$ cat src/sv/cidt_pkg.sv
package cidt_pkg;

   // Field widths fixed by the transaction format
   localparam int OP_W      = 3;
   localparam int BUS_W     = 2;
   localparam int FRAME_W   = 32;
   localparam int IDENT_W   = 29;
   localparam int TAG_W     = 8;
   localparam int COUNT_W   = 6;
   localparam int PAYLOAD_W = 64;
   localparam int LEN_W     = 4;
   localparam int STATUS_W  = 3;
   localparam int SLOT_W    = 5;
   localparam int ACT_W     = 3;

   // Operation codes
   localparam logic [OP_W-1:0] OP_CLEAR  = 3'd0;
   localparam logic [OP_W-1:0] OP_REG    = 3'd1;
   localparam logic [OP_W-1:0] OP_UNREG  = 3'd2;
   localparam logic [OP_W-1:0] OP_RECV   = 3'd3;
   localparam logic [OP_W-1:0] OP_QUERY  = 3'd4;
   localparam logic [OP_W-1:0] OP_LIST   = 3'd5;

   // Status codes
   localparam logic [STATUS_W-1:0] ST_OK        = 3'd0;
   localparam logic [STATUS_W-1:0] ST_NOT_INIT  = 3'd1;
   localparam logic [STATUS_W-1:0] ST_INVALID   = 3'd2;
   localparam logic [STATUS_W-1:0] ST_EXISTS    = 3'd3;
   localparam logic [STATUS_W-1:0] ST_FULL      = 3'd4;
   localparam logic [STATUS_W-1:0] ST_NOT_FOUND = 3'd5;

   // Actions decided by the front end
   localparam logic [ACT_W-1:0] ACT_ERR   = 3'd0;
   localparam logic [ACT_W-1:0] ACT_CLEAR = 3'd1;
   localparam logic [ACT_W-1:0] ACT_REG   = 3'd2;
   localparam logic [ACT_W-1:0] ACT_UNREG = 3'd3;
   localparam logic [ACT_W-1:0] ACT_RECV  = 3'd4;
   localparam logic [ACT_W-1:0] ACT_QUERY = 3'd5;
   localparam logic [ACT_W-1:0] ACT_LIST  = 3'd6;

   // Identifier limits
   localparam logic [FRAME_W-1:0] STD_MAX = 32'h0000_07FF;
   localparam logic [FRAME_W-1:0] EXT_MAX = 32'h1FFF_FFFF;

   typedef struct packed {
      logic [OP_W-1:0]      op;
      logic [BUS_W-1:0]     bus;
      logic [FRAME_W-1:0]   frame_id;
      logic                 extended;
      logic [TAG_W-1:0]     handler_tag;
      logic [COUNT_W-1:0]   list_limit;
      logic [PAYLOAD_W-1:0] payload;
      logic [LEN_W-1:0]     length_code;
   } req_type;

   typedef struct packed {
      logic [STATUS_W-1:0]  status;
      logic                 hit;
      logic [SLOT_W-1:0]    slot;
      logic [TAG_W-1:0]     handler_out;
      logic [IDENT_W-1:0]   id_out;
      logic                 extended_out;
      logic [PAYLOAD_W-1:0] payload_out;
      logic [LEN_W-1:0]     length_out;
      logic [COUNT_W-1:0]   active_total;
      logic [COUNT_W-1:0]   listed_count;
      logic                 last;
   } rsp_type;

   // Classified command passed from front end to back end
   typedef struct packed {
      logic [ACT_W-1:0]     action;
      logic [STATUS_W-1:0]  err_status;
      logic [BUS_W-1:0]     bus;
      logic [IDENT_W-1:0]   ident;
      logic                 ext;
      logic [TAG_W-1:0]     tag;
      logic [COUNT_W-1:0]   list_limit;
      logic [PAYLOAD_W-1:0] payload;
      logic [LEN_W-1:0]     length_code;
   } cmd_type;

endpackage

$ cat src/sv/cidt_front.sv
module cidt_front
   import cidt_pkg::*;
#(
   parameter int BUS_COUNT = 2
) (
   input  logic    clock,
   input  logic    reset,
   input  logic    req_valid,
   output logic    req_ready,
   input  req_type req_data,
   input  logic    q_full,
   output logic    q_push,
   output cmd_type q_cmd
);

   logic init_ff;
   logic init_in;
   logic bus_ok;
   logic id_ok;

   // Parameter checks
   assign bus_ok = ({1'b0, req_data.bus} < 3'(BUS_COUNT));
   assign id_ok  = req_data.extended ? (req_data.frame_id <= EXT_MAX)
                                     : (req_data.frame_id <= STD_MAX);

   assign req_ready = !q_full;
   assign q_push    = req_valid && !q_full;

   // Table is usable once the first clear has been taken
   assign init_in = init_ff || (q_push && (req_data.op == OP_CLEAR));

   always_ff @(posedge clock) begin
      if (reset) begin
         init_ff <= 1'b0;
      end else begin
         init_ff <= init_in;
      end
   end

   // Classify the transaction
   always_comb begin
      q_cmd             = '0;
      q_cmd.bus         = req_data.bus;
      q_cmd.ident       = req_data.frame_id[IDENT_W-1:0];
      q_cmd.ext         = req_data.extended;
      q_cmd.tag         = req_data.handler_tag;
      q_cmd.list_limit  = req_data.list_limit;
      q_cmd.payload     = req_data.payload;
      q_cmd.length_code = req_data.length_code;
      q_cmd.action      = ACT_ERR;
      q_cmd.err_status  = ST_INVALID;
      if (req_data.op == OP_CLEAR) begin
         q_cmd.action = ACT_CLEAR;
      end else if (!init_ff) begin
         q_cmd.err_status = ST_NOT_INIT;
      end else begin
         case (req_data.op)
            OP_REG: begin
               if (id_ok && (req_data.handler_tag != '0) && bus_ok) begin
                  q_cmd.action = ACT_REG;
               end
            end
            OP_UNREG: begin
               if (id_ok && bus_ok) begin
                  q_cmd.action = ACT_UNREG;
               end
            end
            OP_RECV: begin
               // an out-of-range identifier on receive simply misses
               if (bus_ok && !id_ok) begin
                  q_cmd.err_status = ST_NOT_FOUND;
               end else if (bus_ok) begin
                  q_cmd.action = ACT_RECV;
               end
            end
            OP_QUERY: begin
               if (id_ok && bus_ok) begin
                  q_cmd.action = ACT_QUERY;
               end
            end
            OP_LIST: begin
               if (bus_ok) begin
                  q_cmd.action = ACT_LIST;
               end
            end
            default: begin
               q_cmd.err_status = ST_INVALID;
            end
         endcase
      end
   end

endmodule

$ cat src/sv/cidt_queue.sv
module cidt_queue
   import cidt_pkg::*;
(
   input  logic    clock,
   input  logic    reset,
   input  logic    push,
   input  cmd_type push_data,
   output logic    full,
   input  logic    pop,
   output logic    head_valid,
   output cmd_type head_data
);

   cmd_type    data_ff [2];
   logic       wr_ptr_ff;
   logic       wr_ptr_in;
   logic       rd_ptr_ff;
   logic       rd_ptr_in;
   logic [1:0] cnt_ff;
   logic [1:0] cnt_in;
   logic       do_pop;

   assign full       = (cnt_ff == 2'd2);
   assign head_valid = (cnt_ff != 2'd0);
   assign head_data  = data_ff[rd_ptr_ff];
   assign do_pop     = pop && head_valid;

   // Pointer and occupancy update
   always_comb begin
      wr_ptr_in = wr_ptr_ff ^ push;
      rd_ptr_in = rd_ptr_ff ^ do_pop;
      cnt_in    = cnt_ff + 2'(push) - 2'(do_pop);
   end

   always_ff @(posedge clock) begin
      if (reset) begin
         wr_ptr_ff <= 1'b0;
         rd_ptr_ff <= 1'b0;
         cnt_ff    <= 2'd0;
      end else begin
         wr_ptr_ff <= wr_ptr_in;
         rd_ptr_ff <= rd_ptr_in;
         cnt_ff    <= cnt_in;
      end
   end

   always_ff @(posedge clock) begin
      if (push) begin
         data_ff[wr_ptr_ff] <= push_data;
      end
   end

`ifndef SYNTH
   a_no_overflow: assert property (@(posedge clock) disable iff (reset)
      full |-> !push)
      else $error("queue written while full");
`endif

endmodule

$ cat src/sv/cidt_back.sv
module cidt_back
   import cidt_pkg::*;
#(
   parameter int ENTRIES = 32
) (
   input  logic    clock,
   input  logic    reset,
   input  logic    q_valid,
   input  cmd_type q_data,
   output logic    q_pop,
   output logic    rsp_valid,
   input  logic    rsp_ready,
   output rsp_type rsp_data
);

   localparam int IDX_W  = (ENTRIES > 1) ? $clog2(ENTRIES) : 1;
   localparam int SCAN_W = $clog2(ENTRIES + 1);

   localparam logic [1:0] S_IDLE = 2'd0;
   localparam logic [1:0] S_EXEC = 2'd1;
   localparam logic [1:0] S_LIST = 2'd2;

   // Table storage; each row owns its comparator
   logic [ENTRIES-1:0] valid_ff;
   logic [ENTRIES-1:0] valid_in;
   logic [IDENT_W-1:0] ident_ff   [ENTRIES];
   logic               ext_ff     [ENTRIES];
   logic [BUS_W-1:0]   bus_ff     [ENTRIES];
   logic [TAG_W-1:0]   handler_ff [ENTRIES];
   logic [COUNT_W-1:0] count_ff;
   logic [COUNT_W-1:0] count_in;

   logic [1:0]         state_ff;
   logic [1:0]         state_in;
   cmd_type            cmd_ff;
   cmd_type            cmd_in;
   logic [ENTRIES-1:0] match_ff;
   logic [ENTRIES-1:0] match_in;
   logic [SCAN_W-1:0]  scan_ff;
   logic [SCAN_W-1:0]  scan_in;
   logic [COUNT_W-1:0] listed_ff;
   logic [COUNT_W-1:0] listed_in;
   logic               rsp_valid_ff;
   logic               rsp_valid_in;
   rsp_type            rsp_data_ff;
   rsp_type            rsp_data_in;

   logic               out_free;
   logic [IDX_W-1:0]   match_idx;
   logic [IDX_W-1:0]   free_idx;
   logic [IDX_W-1:0]   scan_idx;
   logic [IDX_W-1:0]   rd_idx;
   logic               wr_en;
   logic [IDX_W-1:0]   wr_idx;
   logic               scan_end;
   logic               scan_hit;
   rsp_type            res;

   // Lowest set bit of a row vector
   function automatic logic [IDX_W-1:0] first_set(input logic [ENTRIES-1:0] v);
      logic [IDX_W-1:0] idx;
      logic             found;
      idx   = '0;
      found = 1'b0;
      for (int i = 0; i < ENTRIES; i++) begin
         if (v[i] && !found) begin
            idx   = IDX_W'(i);
            found = 1'b1;
         end
      end
      return idx;
   endfunction

   // Row compare against the queue head
   always_comb begin
      for (int i = 0; i < ENTRIES; i++) begin
         match_in[i] = valid_ff[i] && (ident_ff[i] == q_data.ident) &&
                       (ext_ff[i] == q_data.ext) && (bus_ff[i] == q_data.bus);
      end
   end

   assign match_idx = first_set(match_ff);
   assign free_idx  = first_set(~valid_ff);
   assign scan_idx  = scan_ff[IDX_W-1:0];
   assign rd_idx    = (state_ff == S_LIST) ? scan_idx : match_idx;
   assign out_free  = !rsp_valid_ff || rsp_ready;
   assign scan_end  = (scan_ff == SCAN_W'(ENTRIES)) || (listed_ff == cmd_ff.list_limit);
   assign scan_hit  = valid_ff[scan_idx] && (bus_ff[scan_idx] == cmd_ff.bus);

   // Sequencer: execute one command, or step through the list scan
   always_comb begin
      state_in     = state_ff;
      cmd_in       = cmd_ff;
      scan_in      = scan_ff;
      listed_in    = listed_ff;
      valid_in     = valid_ff;
      count_in     = count_ff;
      wr_en        = 1'b0;
      wr_idx       = free_idx;
      q_pop        = 1'b0;
      rsp_valid_in = rsp_valid_ff && !rsp_ready;
      rsp_data_in  = rsp_data_ff;
      res          = '0;
      res.last     = 1'b1;
      case (state_ff)
         S_IDLE: begin
            if (q_valid) begin
               q_pop     = 1'b1;
               cmd_in    = q_data;
               scan_in   = '0;
               listed_in = '0;
               state_in  = (q_data.action == ACT_LIST) ? S_LIST : S_EXEC;
            end
         end
         S_EXEC: begin
            if (out_free) begin
               state_in = S_IDLE;
               case (cmd_ff.action)
                  ACT_CLEAR: begin
                     valid_in   = '0;
                     count_in   = '0;
                     res.status = ST_OK;
                  end
                  ACT_REG: begin
                     if (|match_ff) begin
                        res.status = ST_EXISTS;
                     end else if (&valid_ff) begin
                        res.status = ST_FULL;
                     end else begin
                        wr_en              = 1'b1;
                        valid_in[free_idx] = 1'b1;
                        count_in           = count_ff + COUNT_W'(1);
                        res.status         = ST_OK;
                        res.slot           = SLOT_W'(free_idx);
                        res.handler_out    = cmd_ff.tag;
                        res.id_out         = cmd_ff.ident;
                        res.extended_out   = cmd_ff.ext;
                     end
                  end
                  ACT_UNREG: begin
                     if (!(|match_ff)) begin
                        res.status = ST_NOT_FOUND;
                     end else begin
                        valid_in[match_idx] = 1'b0;
                        count_in            = count_ff - COUNT_W'(1);
                        res.status          = ST_OK;
                        res.slot            = SLOT_W'(match_idx);
                        res.handler_out     = handler_ff[rd_idx];
                        res.id_out          = cmd_ff.ident;
                        res.extended_out    = cmd_ff.ext;
                     end
                  end
                  ACT_RECV, ACT_QUERY: begin
                     if (!(|match_ff)) begin
                        res.status = ST_NOT_FOUND;
                     end else begin
                        res.status       = ST_OK;
                        res.hit          = 1'b1;
                        res.slot         = SLOT_W'(match_idx);
                        res.handler_out  = handler_ff[rd_idx];
                        res.id_out       = cmd_ff.ident;
                        res.extended_out = cmd_ff.ext;
                        if (cmd_ff.action == ACT_RECV) begin
                           res.payload_out = cmd_ff.payload;
                           res.length_out  = cmd_ff.length_code;
                        end
                     end
                  end
                  default: begin
                     res.status = cmd_ff.err_status;
                  end
               endcase
               res.active_total = count_in;
               rsp_valid_in     = 1'b1;
               rsp_data_in      = res;
            end
         end
         S_LIST: begin
            res.active_total = count_ff;
            if (scan_end) begin
               // closing count transaction
               if (out_free) begin
                  res.status       = ST_OK;
                  res.listed_count = listed_ff;
                  rsp_valid_in     = 1'b1;
                  rsp_data_in      = res;
                  state_in         = S_IDLE;
               end
            end else if (scan_hit) begin
               if (out_free) begin
                  res.status       = ST_OK;
                  res.last         = 1'b0;
                  res.slot         = SLOT_W'(scan_idx);
                  res.handler_out  = handler_ff[rd_idx];
                  res.id_out       = ident_ff[rd_idx];
                  res.extended_out = ext_ff[rd_idx];
                  rsp_valid_in     = 1'b1;
                  rsp_data_in      = res;
                  scan_in          = scan_ff + SCAN_W'(1);
                  listed_in        = listed_ff + COUNT_W'(1);
               end
            end else begin
               scan_in = scan_ff + SCAN_W'(1);
            end
         end
         default: begin
            state_in = S_IDLE;
         end
      endcase
   end

   always_ff @(posedge clock) begin
      if (reset) begin
         state_ff     <= S_IDLE;
         valid_ff     <= '0;
         count_ff     <= '0;
         rsp_valid_ff <= 1'b0;
      end else begin
         state_ff     <= state_in;
         valid_ff     <= valid_in;
         count_ff     <= count_in;
         rsp_valid_ff <= rsp_valid_in;
      end
   end

   // Payload registers
   always_ff @(posedge clock) begin
      cmd_ff      <= cmd_in;
      match_ff    <= (state_ff == S_IDLE) ? match_in : match_ff;
      scan_ff     <= scan_in;
      listed_ff   <= listed_in;
      rsp_data_ff <= rsp_data_in;
      if (wr_en) begin
         ident_ff[wr_idx]   <= cmd_ff.ident;
         ext_ff[wr_idx]     <= cmd_ff.ext;
         bus_ff[wr_idx]     <= cmd_ff.bus;
         handler_ff[wr_idx] <= cmd_ff.tag;
      end
   end

   assign rsp_valid = rsp_valid_ff;
   assign rsp_data  = rsp_data_ff;

`ifndef SYNTH
   a_count_tracks_valid: assert property (@(posedge clock) disable iff (reset)
      $countones(valid_ff) == 32'(count_ff))
      else $error("active count differs from number of valid rows");

   a_count_bound: assert property (@(posedge clock) disable iff (reset)
      32'(count_ff) <= ENTRIES)
      else $error("active count above table size");

   a_list_bound: assert property (@(posedge clock) disable iff (reset)
      (state_ff == S_LIST) |-> (listed_ff <= cmd_ff.list_limit))
      else $error("list emitted more entries than allowed");
`endif

endmodule

$ cat src/sv/can_id_dispatch_table.sv
// CAN receive dispatch table. Transactions enter a two-deep command queue after
// being checked and classified, so req_ready drops only when the queue is full;
// the execution side then takes one transaction at a time: it pops it and compares
// the identifier against every table row in parallel, then resolves the lowest
// matching or free slot and loads the output register once that is free. A list
// transaction instead walks the table one slot per cycle, waiting at a matching
// slot while the output is occupied, and closes with a count result.
// The table lives in flip-flops with a valid bit per row and needs no clearing
// after reset; send a clear transaction first, as everything else reports not
// initialised until then.
module can_id_dispatch_table
   import cidt_pkg::*;
#(
   parameter int ENTRIES   = 32,
   parameter int BUS_COUNT = 2
) (
   input  logic    clock,
   input  logic    reset,
   input  logic    req_valid,
   output logic    req_ready,
   input  req_type req_data,
   output logic    rsp_valid,
   input  logic    rsp_ready,
   output rsp_type rsp_data
);

   logic    q_full;
   logic    q_push;
   cmd_type q_cmd;
   logic    q_pop;
   logic    q_valid;
   cmd_type q_head;

   // Front end: checks and classification
   cidt_front #(
      .BUS_COUNT (BUS_COUNT)
   ) u_front (
      .clock     (clock),
      .reset     (reset),
      .req_valid (req_valid),
      .req_ready (req_ready),
      .req_data  (req_data),
      .q_full    (q_full),
      .q_push    (q_push),
      .q_cmd     (q_cmd)
   );

   // Command queue between the two halves
   cidt_queue u_queue (
      .clock      (clock),
      .reset      (reset),
      .push       (q_push),
      .push_data  (q_cmd),
      .full       (q_full),
      .pop        (q_pop),
      .head_valid (q_valid),
      .head_data  (q_head)
   );

   // Back end: table and result generation
   cidt_back #(
      .ENTRIES (ENTRIES)
   ) u_back (
      .clock     (clock),
      .reset     (reset),
      .q_valid   (q_valid),
      .q_data    (q_head),
      .q_pop     (q_pop),
      .rsp_valid (rsp_valid),
      .rsp_ready (rsp_ready),
      .rsp_data  (rsp_data)
   );

endmodule

$ cat config.mk
export PLATFORM = sky130hd
export DESIGN_NAME = can_id_dispatch_table
export DESIGN_NICKNAME = d
export VERILOG_FILES = /design/src/sv/cidt_pkg.sv /design/src/sv/cidt_front.sv /design/src/sv/cidt_queue.sv /design/src/sv/cidt_back.sv /design/src/sv/can_id_dispatch_table.sv
export SDC_FILE = /design/constraint.sdc
export NUM_CORES = 2
export LEC_CHECK = 0
export ABC_AREA = 1
export BUFFER_PORTS_ARGS = -buffer_cell sky130_fd_sc_hd__buf_2
export CAP_MARGIN = 20
export CORE_MARGIN = 5
export CORE_UTILIZATION = 45
export CTS_BUF_LIST = sky130_fd_sc_hd__clkbuf_8
export DETAILED_ROUTE_END_ITERATION = 16
export PLACE_DENSITY_LB_ADDON = 0.1
export REMOVE_ABC_BUFFERS = 1
export SYNTH_ARGS = -nofsm -noshare
export SYNTH_HDL_FRONTEND = slang
export SYNTH_SLANG_ARGS = --single-unit
$ cat constraint.sdc
create_clock -name clock -period 15 [get_ports clock]
set_clock_uncertainty 0.1 [all_clocks]
set_input_delay 0.75 -clock clock [delete_from_list [all_inputs] [get_ports clock]]
set_output_delay 0.75 -clock clock [all_outputs]
set_load 0.02 [all_outputs]
## Word level (Yosys, flattened, before mapping)

Memory sizes are Yosys's and may differ from the RTL's. A register that Yosys moved wholly into a read port is not among the register bits.
Index checks and enable logic that the tools add are counted.

- Add/sub/neg operators: 6
- $lt $le $gt $ge: 8
- Equal/unequal tests: 124
- Reductions and logical operators: 256
- Bitwise operators: 6
- Mux-type cells: 202

Operators with widths:

| operator | number |
|---|---|
| 29-bit == test | 32 |
| 128-bit two-way mux | 5 |
| 128-bit case mux with 2 select lines | 1 |
| 5-bit two-way mux | 34 |
| 1-bit logical AND | 169 |
| 68-bit two-way mux | 2 |
| 43-bit two-way mux | 3 |
| 43-bit case mux with 3 select lines | 1 |
| 112-bit two-way mux | 1 |
| 32-bit two-way mux | 3 |
| 32-bit case mux with 3 select lines | 1 |
| 1-bit two-way mux | 84 |
| 2-bit == test | 33 |
| 1-bit zero test | 66 |
| 4-bit two-way mux | 16 |
| 32-bit inverter | 2 |
| 3-bit two-way mux | 21 |
| 6-bit two-way mux | 10 |
| 32-bit bitwise AND | 1 |
| 1-bit == test | 32 |
| 32-bit by 11-bit <= comparator with 1-bit output, second input constant | 1 |
| 32-bit by 29-bit <= comparator with 1-bit output, second input constant | 1 |
| 32-bit OR | 1 |
| 32-bit AND reduction | 1 |
| other kinds (41) | 81 |

- Input port bits: 124
- Memories: 5
- Word-level logic and storage cells: 638
- Bits in writable memories: 1,520
- Register bits: 338
- Output and inout port bits: 130

Memory list:

| memory | depth | bits a word | read ports | clocked after Yosys merged registers in | write ports | line | source |
|---|---|---|---|---|---|---|---|
| u_back.ident_ff | 32 | 29 | 33 | 0 | 1 | cidt_back.sv:26 | `logic [IDENT_W-1:0] ident_ff [ENTRIES];` |
| u_back.handler_ff | 32 | 8 | 1 | 0 | 1 | cidt_back.sv:29 | `logic [TAG_W-1:0] handler_ff [ENTRIES];` |
| u_queue.data_ff | 2 | 120 | 1 | 1 | 1 | cidt_queue.sv:14 | `cmd_type data_ff [2];` |
| u_back.bus_ff | 32 | 2 | 33 | 1 | 1 | cidt_back.sv:28 | `logic [BUS_W-1:0] bus_ff [ENTRIES];` |
| u_back.ext_ff | 32 | 1 | 33 | 0 | 1 | cidt_back.sv:27 | `logic ext_ff [ENTRIES];` |

## Longest topological paths before layout

- Depth in word-level cells: 103
- Mapped depth: 23
- Gate-level depth less buffers: 21

## By module

Synthesis repeated with hierarchy kept, for this count alone.

- Cells, all modules: 8,376
- Area total of the unflattened synthesis: 89,628.5 µm²

By module, submodules not included:

| module | instances | seq. area each (µm²) | area an instance (µm²) | cells each |
|---|---|---|---|---|
| cidt_back | 1 | 48,126.2 | 79,258.5 | 7,793 |
| cidt_queue | 1 | 7,287.0 | 9,215.1 | 407 |
| cidt_front | 1 | 20.0 | 1,154.9 | 176 |

## Worst setup path after synthesis

Ideal clock, no wire load.

- Path type: register -> register
- Start: register u_back.scan_ff[0]
- End: register u_back.rsp_data_ff (netlist bit u_back.rsp_data[0]), enable pin
- Path buffers: 1
- Setup slack: 3.021 ns
- Arrival: 11.060 ns
- Library setup time: 0.820 ns
- Period minus slack after synthesis: 11.979 ns
- Cell stages (with the launch flop): 11
- Path through: edfxtp_1 inv_1 clkbuf_1 nor2_1 o22ai_1 nand2_1 nand4_1 o221ai_1 inv_1 nand3_1 a221oi_1

- Cells in the longest elaborated chain, start to end: 5
- Elaborated cells between the ends (all ways): 7
- Those cells by class: eq/ne (2); mux (2); reduce/logical (3)

Ends and longest elaborated chain:

| what | line | source |
|---|---|---|
| from (decl) | cidt_back.sv:39 | `logic [SCAN_W-1:0] scan_ff;` |
| from (signal assigned) | cidt_back.sv:230 | `scan_ff <= scan_in;` |
| 1-bit binary-select mux with 5-bit select | cidt_back.sv:88 | `assign scan_hit = valid_ff[scan_idx] && (bus_ff[scan_idx] == cmd_ff.bus);` |
| 1-bit two-way mux (implied by the code) | cidt_back.sv:88 |  |
| 1-bit logical AND | cidt_back.sv:88 |  |
| 3-bit by 1-bit != test with 1-bit output (no line) * | n/a |  |
| 4-bit AND reduction (no line) * | n/a |  |
| to (signal assigned) | cidt_back.sv:232 | `rsp_data_ff <= rsp_data_in;` |
| to (decl) | cidt_back.sv:45 | `rsp_type rsp_data_ff;` |

Mark *: on every way between the ends. The rest lies on a longest branch, timed or not. The select of a mux whose other input is x is not followed.
A chain may end at the register's enable or synchronous reset.

==> impl_metrics.env <==
export IMPL_die_h_um=453.3
export IMPL_cpPeakStageDelay_ps=910
export IMPL_slowest_stage="nand2_4"
export IMPL_yosys_area_top_type="edfxtp_1"
export IMPL_layout_drive_gt1_share_pct=13.34
export IMPL_synth_async_reset_ratio_pct=0
export IMPL_yosys_top_cells_count="nand3_1 (1836), edfxtp_1 (1812), nand2_1 (1777)"
export IMPL_post_place_ws_ps=8813
export IMPL_final_net_count=8975
export IMPL_worst_pin_slew_ps=1490
export IMPL_grt_pass1_wl_um=565200
export IMPL_rsz0062_at_grt="no"
export IMPL_ant_nets=0
export IMPL_ioPinCount=254
export IMPL_drv_cap=0
export IMPL_yosys_warnings=0
export IMPL_cts_sinks=1863
export IMPL_regArea_um2=55440
export IMPL_first_pass_iters=7
export IMPL_syn_inst=8492
export IMPL_synthFlopType="edfxtp_1"
export IMPL_grt_pass1_vias=71160
export IMPL_power_density_nw_per_um2=258.6
export IMPL_hold_ws_ps=94.89
export IMPL_globalplace_congestion=1.025
export IMPL_critPathMaxFanout=205
export IMPL_max_freq_mhz=149.8
export IMPL_yosysMostFrequentCell="nand3_1"
export IMPL_period_share_pct=44.51
export IMPL_hold_viol_final=0
export IMPL_cts_tree="built"
export IMPL_synth_area_per_cell_um2=10.41
export IMPL_via_per_inst=6.517
export IMPL_grt_max_degree=206
export IMPL_dp_cells=11000
export IMPL_ys_seq_area_share_pct=62.69
export IMPL_cts_resized=0
export IMPL_synth_distinct_cells=59
export IMPL_syn_area_um2=88430
export IMPL_synth_edff_count=1812
export IMPL_crit_chain="nor2_4, nand3b_1, nand2_1, nor2_1, nand2_1, nor2_1, nand2_1, nor2_1, nand3_1, nor2_1, nand4_4, nand2_4, buf_12, buf_12, nand2_1, nand3_1, nand3_1, nand3_1, nand2_1, nand2_1, nand3_1, nand2_1"
export IMPL_finalMaxSlewViolations=0
export IMPL_core_um2=195200
export IMPL_synth_area_top_cells="edfxtp_1 (62%), nand3_1 (10%), nand2_1 (7.5%), o21ai_0 (2.1%), or2_2 (1.7%)"
export IMPL_min_path_type="input pin to register"
export IMPL_drc_errors=0
export IMPL_drt_iter0_drc=13230
export IMPL_start_util_pct=45.30
export IMPL_clkLatencyLatePin_ps=1090
export IMPL_rows=162
export IMPL_portBuffers=253
export IMPL_cts_buffer_depth=4
export IMPL_routed_wl_um=416200
export IMPL_cts_made_buffers=339
export IMPL_outcome="finished clean"
export IMPL_cp_data_required_time_ps=15820
export IMPL_setup_viol=0
export IMPL_critPathBufInv=2
export IMPL_crit_family="simple AND/OR/NAND/NOR gates"
export IMPL_htree_levels=5
export IMPL_irDropWorstVdd_v=0.0003535
export IMPL_relSlewSlack_pct=0.6453
export IMPL_instances_no_fill=11710
export IMPL_hpwl_um=264600
export IMPL_path_clk_slew_ps=70
export IMPL_fillers=17650
export IMPL_grtUsageTotal_pct=39.14
export IMPL_worstSetupPathType="register to register"
export IMPL_critPathLaunchType="register"
export IMPL_p_leak_nw=36.48
export IMPL_die_area_um2=205500
export IMPL_setup_slack_ps=8324
export IMPL_antenna_found_initial=43
export IMPL_area_growth_pct=13.18
export IMPL_post_route_min_period_ps=6676
export IMPL_crit_path_end_kind="register"
export IMPL_detail_route_wl_per_cell_um=35.54
export IMPL_ys_ff_latch=1863
export IMPL_multiInputGateArea_um2=29650
export IMPL_synth_top_area_share_pct=61.53
export IMPL_die_w_um=453.3
export IMPL_cpMostUsedCell="nand2_1"
export IMPL_vias=76320
export IMPL_arrival_ps=7500
export IMPL_cts_root_buf="clkbuf_8"
export IMPL_grt_overflow=0
[layout by cell type (no fill, tap or decap), types with 31 or more instances in the layout]
cell,instances
a221oi_1,139
nand2_1,1744
o21ai_0,376
dlygate4sd3_1,119
nor4_1,109
buf_4,192
or2_2,242
a21oi_1,63
clkbuf_8,355
dfxtp_1,50
inv_1,445
a22o_1,74
o22ai_1,153
nand3_1,1836
a31oi_1,31
or4_1,32
clkinv_1,74
buf_2,253
edfxtp_1,1812
nor3_1,33
xor2_1,139
xnor2_1,140
o211ai_1,35
nand4_1,61
nor2_1,271
[power breakdown]
group,internal [mW],total (mW),switching (mW)
clock,2.31,4.52,2.21
combinational,3.17,14.0,10.8
sequential,6.87,7.35,0.478
total,12.4,25.9,13.5
[per-stage QoR]
step                power (mW)  instance area [µm²]  TNS, ps  util (%)
floorplan                15.04                85980  -360940         -
global placement         20.64                92690        0     47.48
detailed placement       20.66                92770        0     47.53
CTS                      25.19                99950        0     51.21
global route             26.51               100100        0     51.26
finish                   25.88               100100        0     51.27
[worst reg2reg max path, stage by stage, from the launching register on]
cell and delay, ps:
edfxtp_1 390, nor2_4 60, nand3b_1 140, nand2_1 80
nor2_1 120, nand2_1 100, nor2_1 150, nand2_1 110
nor2_1 160, nand3_1 100, nor2_1 240, nand4_4 560
nand2_4 930, buf_12 700, buf_12 980, nand2_1 710
nand3_1 170, nand3_1 100, nand3_1 310, nand2_1 110
nand2_1 80, nand3_1 70, nand2_1 90
[per-layer routing]
metal	vias up	routed length (µm)	track usage (%)
met5	-	212	0.5597
met4	24	38340	29.08
met3	1492	57080	14.00
met2	6210	172800	55.75
met1	37150	147800	48.88
li1	31440	-	-
[cell families (layout without fill, tap and decap cells)]
group / after synthesis / after routing / synth area share, %
XOR/XNOR: 279 / 279 / 2.763
adder cells (fa/ha/maj): 12 / 12 / 0.1698
flip-flops: 1863 / 1863 / 62.69
buffers and inverters: 935 / 1511 / 4.290
AND/OR/NAND/NOR: 4435 / 4435 / 22.97
other: 0 / 19 / 0
AO/OA/AOI/OAI: 968 / 968 / 7.117
[path summary, 6_finish.rpt]
path | from | endpoint | slack [ps] | cells after the start
max | u_back.match_ff[0] | u_back.rsp_data[108] | 8320 | 22
min | reset | u_queue.wr_ptr_ff | 90 | 2
max reg2reg | u_back.match_ff[0] | u_back.rsp_data[108] | 8320 | 22
min reg2reg | u_back.state_ff[0] | u_back.state_ff[0] | 390 | 2
[registers in the layout (all words and copies together) (netlist names), 2 cells and up, named ones only]
signal             flops
u_queue.cnt_ff         2
u_back.ext_ff         32
u_back.bus_ff         64
u_back.handler_ff    256
u_back.match_ff       32
u_back.scan_ff         6
u_back.cmd_ff        120
u_back.listed_ff       6
u_back.valid_ff       32
u_back.count_ff        6
u_back.rsp_data      128
u_queue.data_ff      240
u_back.state_ff        2
u_back.ident_ff      928
[what timing repair did]
item                                   4_1_cts  5_1_grt
hold buffers                               119        0
endpoints found under the hold margin      238        0
buffers inserted                             0        0
[cell type report]
cell class / count / share of cell area [%]
antenna: 19 / 0.04751
clock buffer: 355 / 4.882
clock inverter: 215 / 1.109
inverter: 359 / 1.361
multi-input combinational: 5694 / 29.63
sequential: 1863 / 55.39
tap: 2624 / 3.280
timing repair buffer: 582 / 4.300
Note: power is estimated with default switching activity, not from simulation.
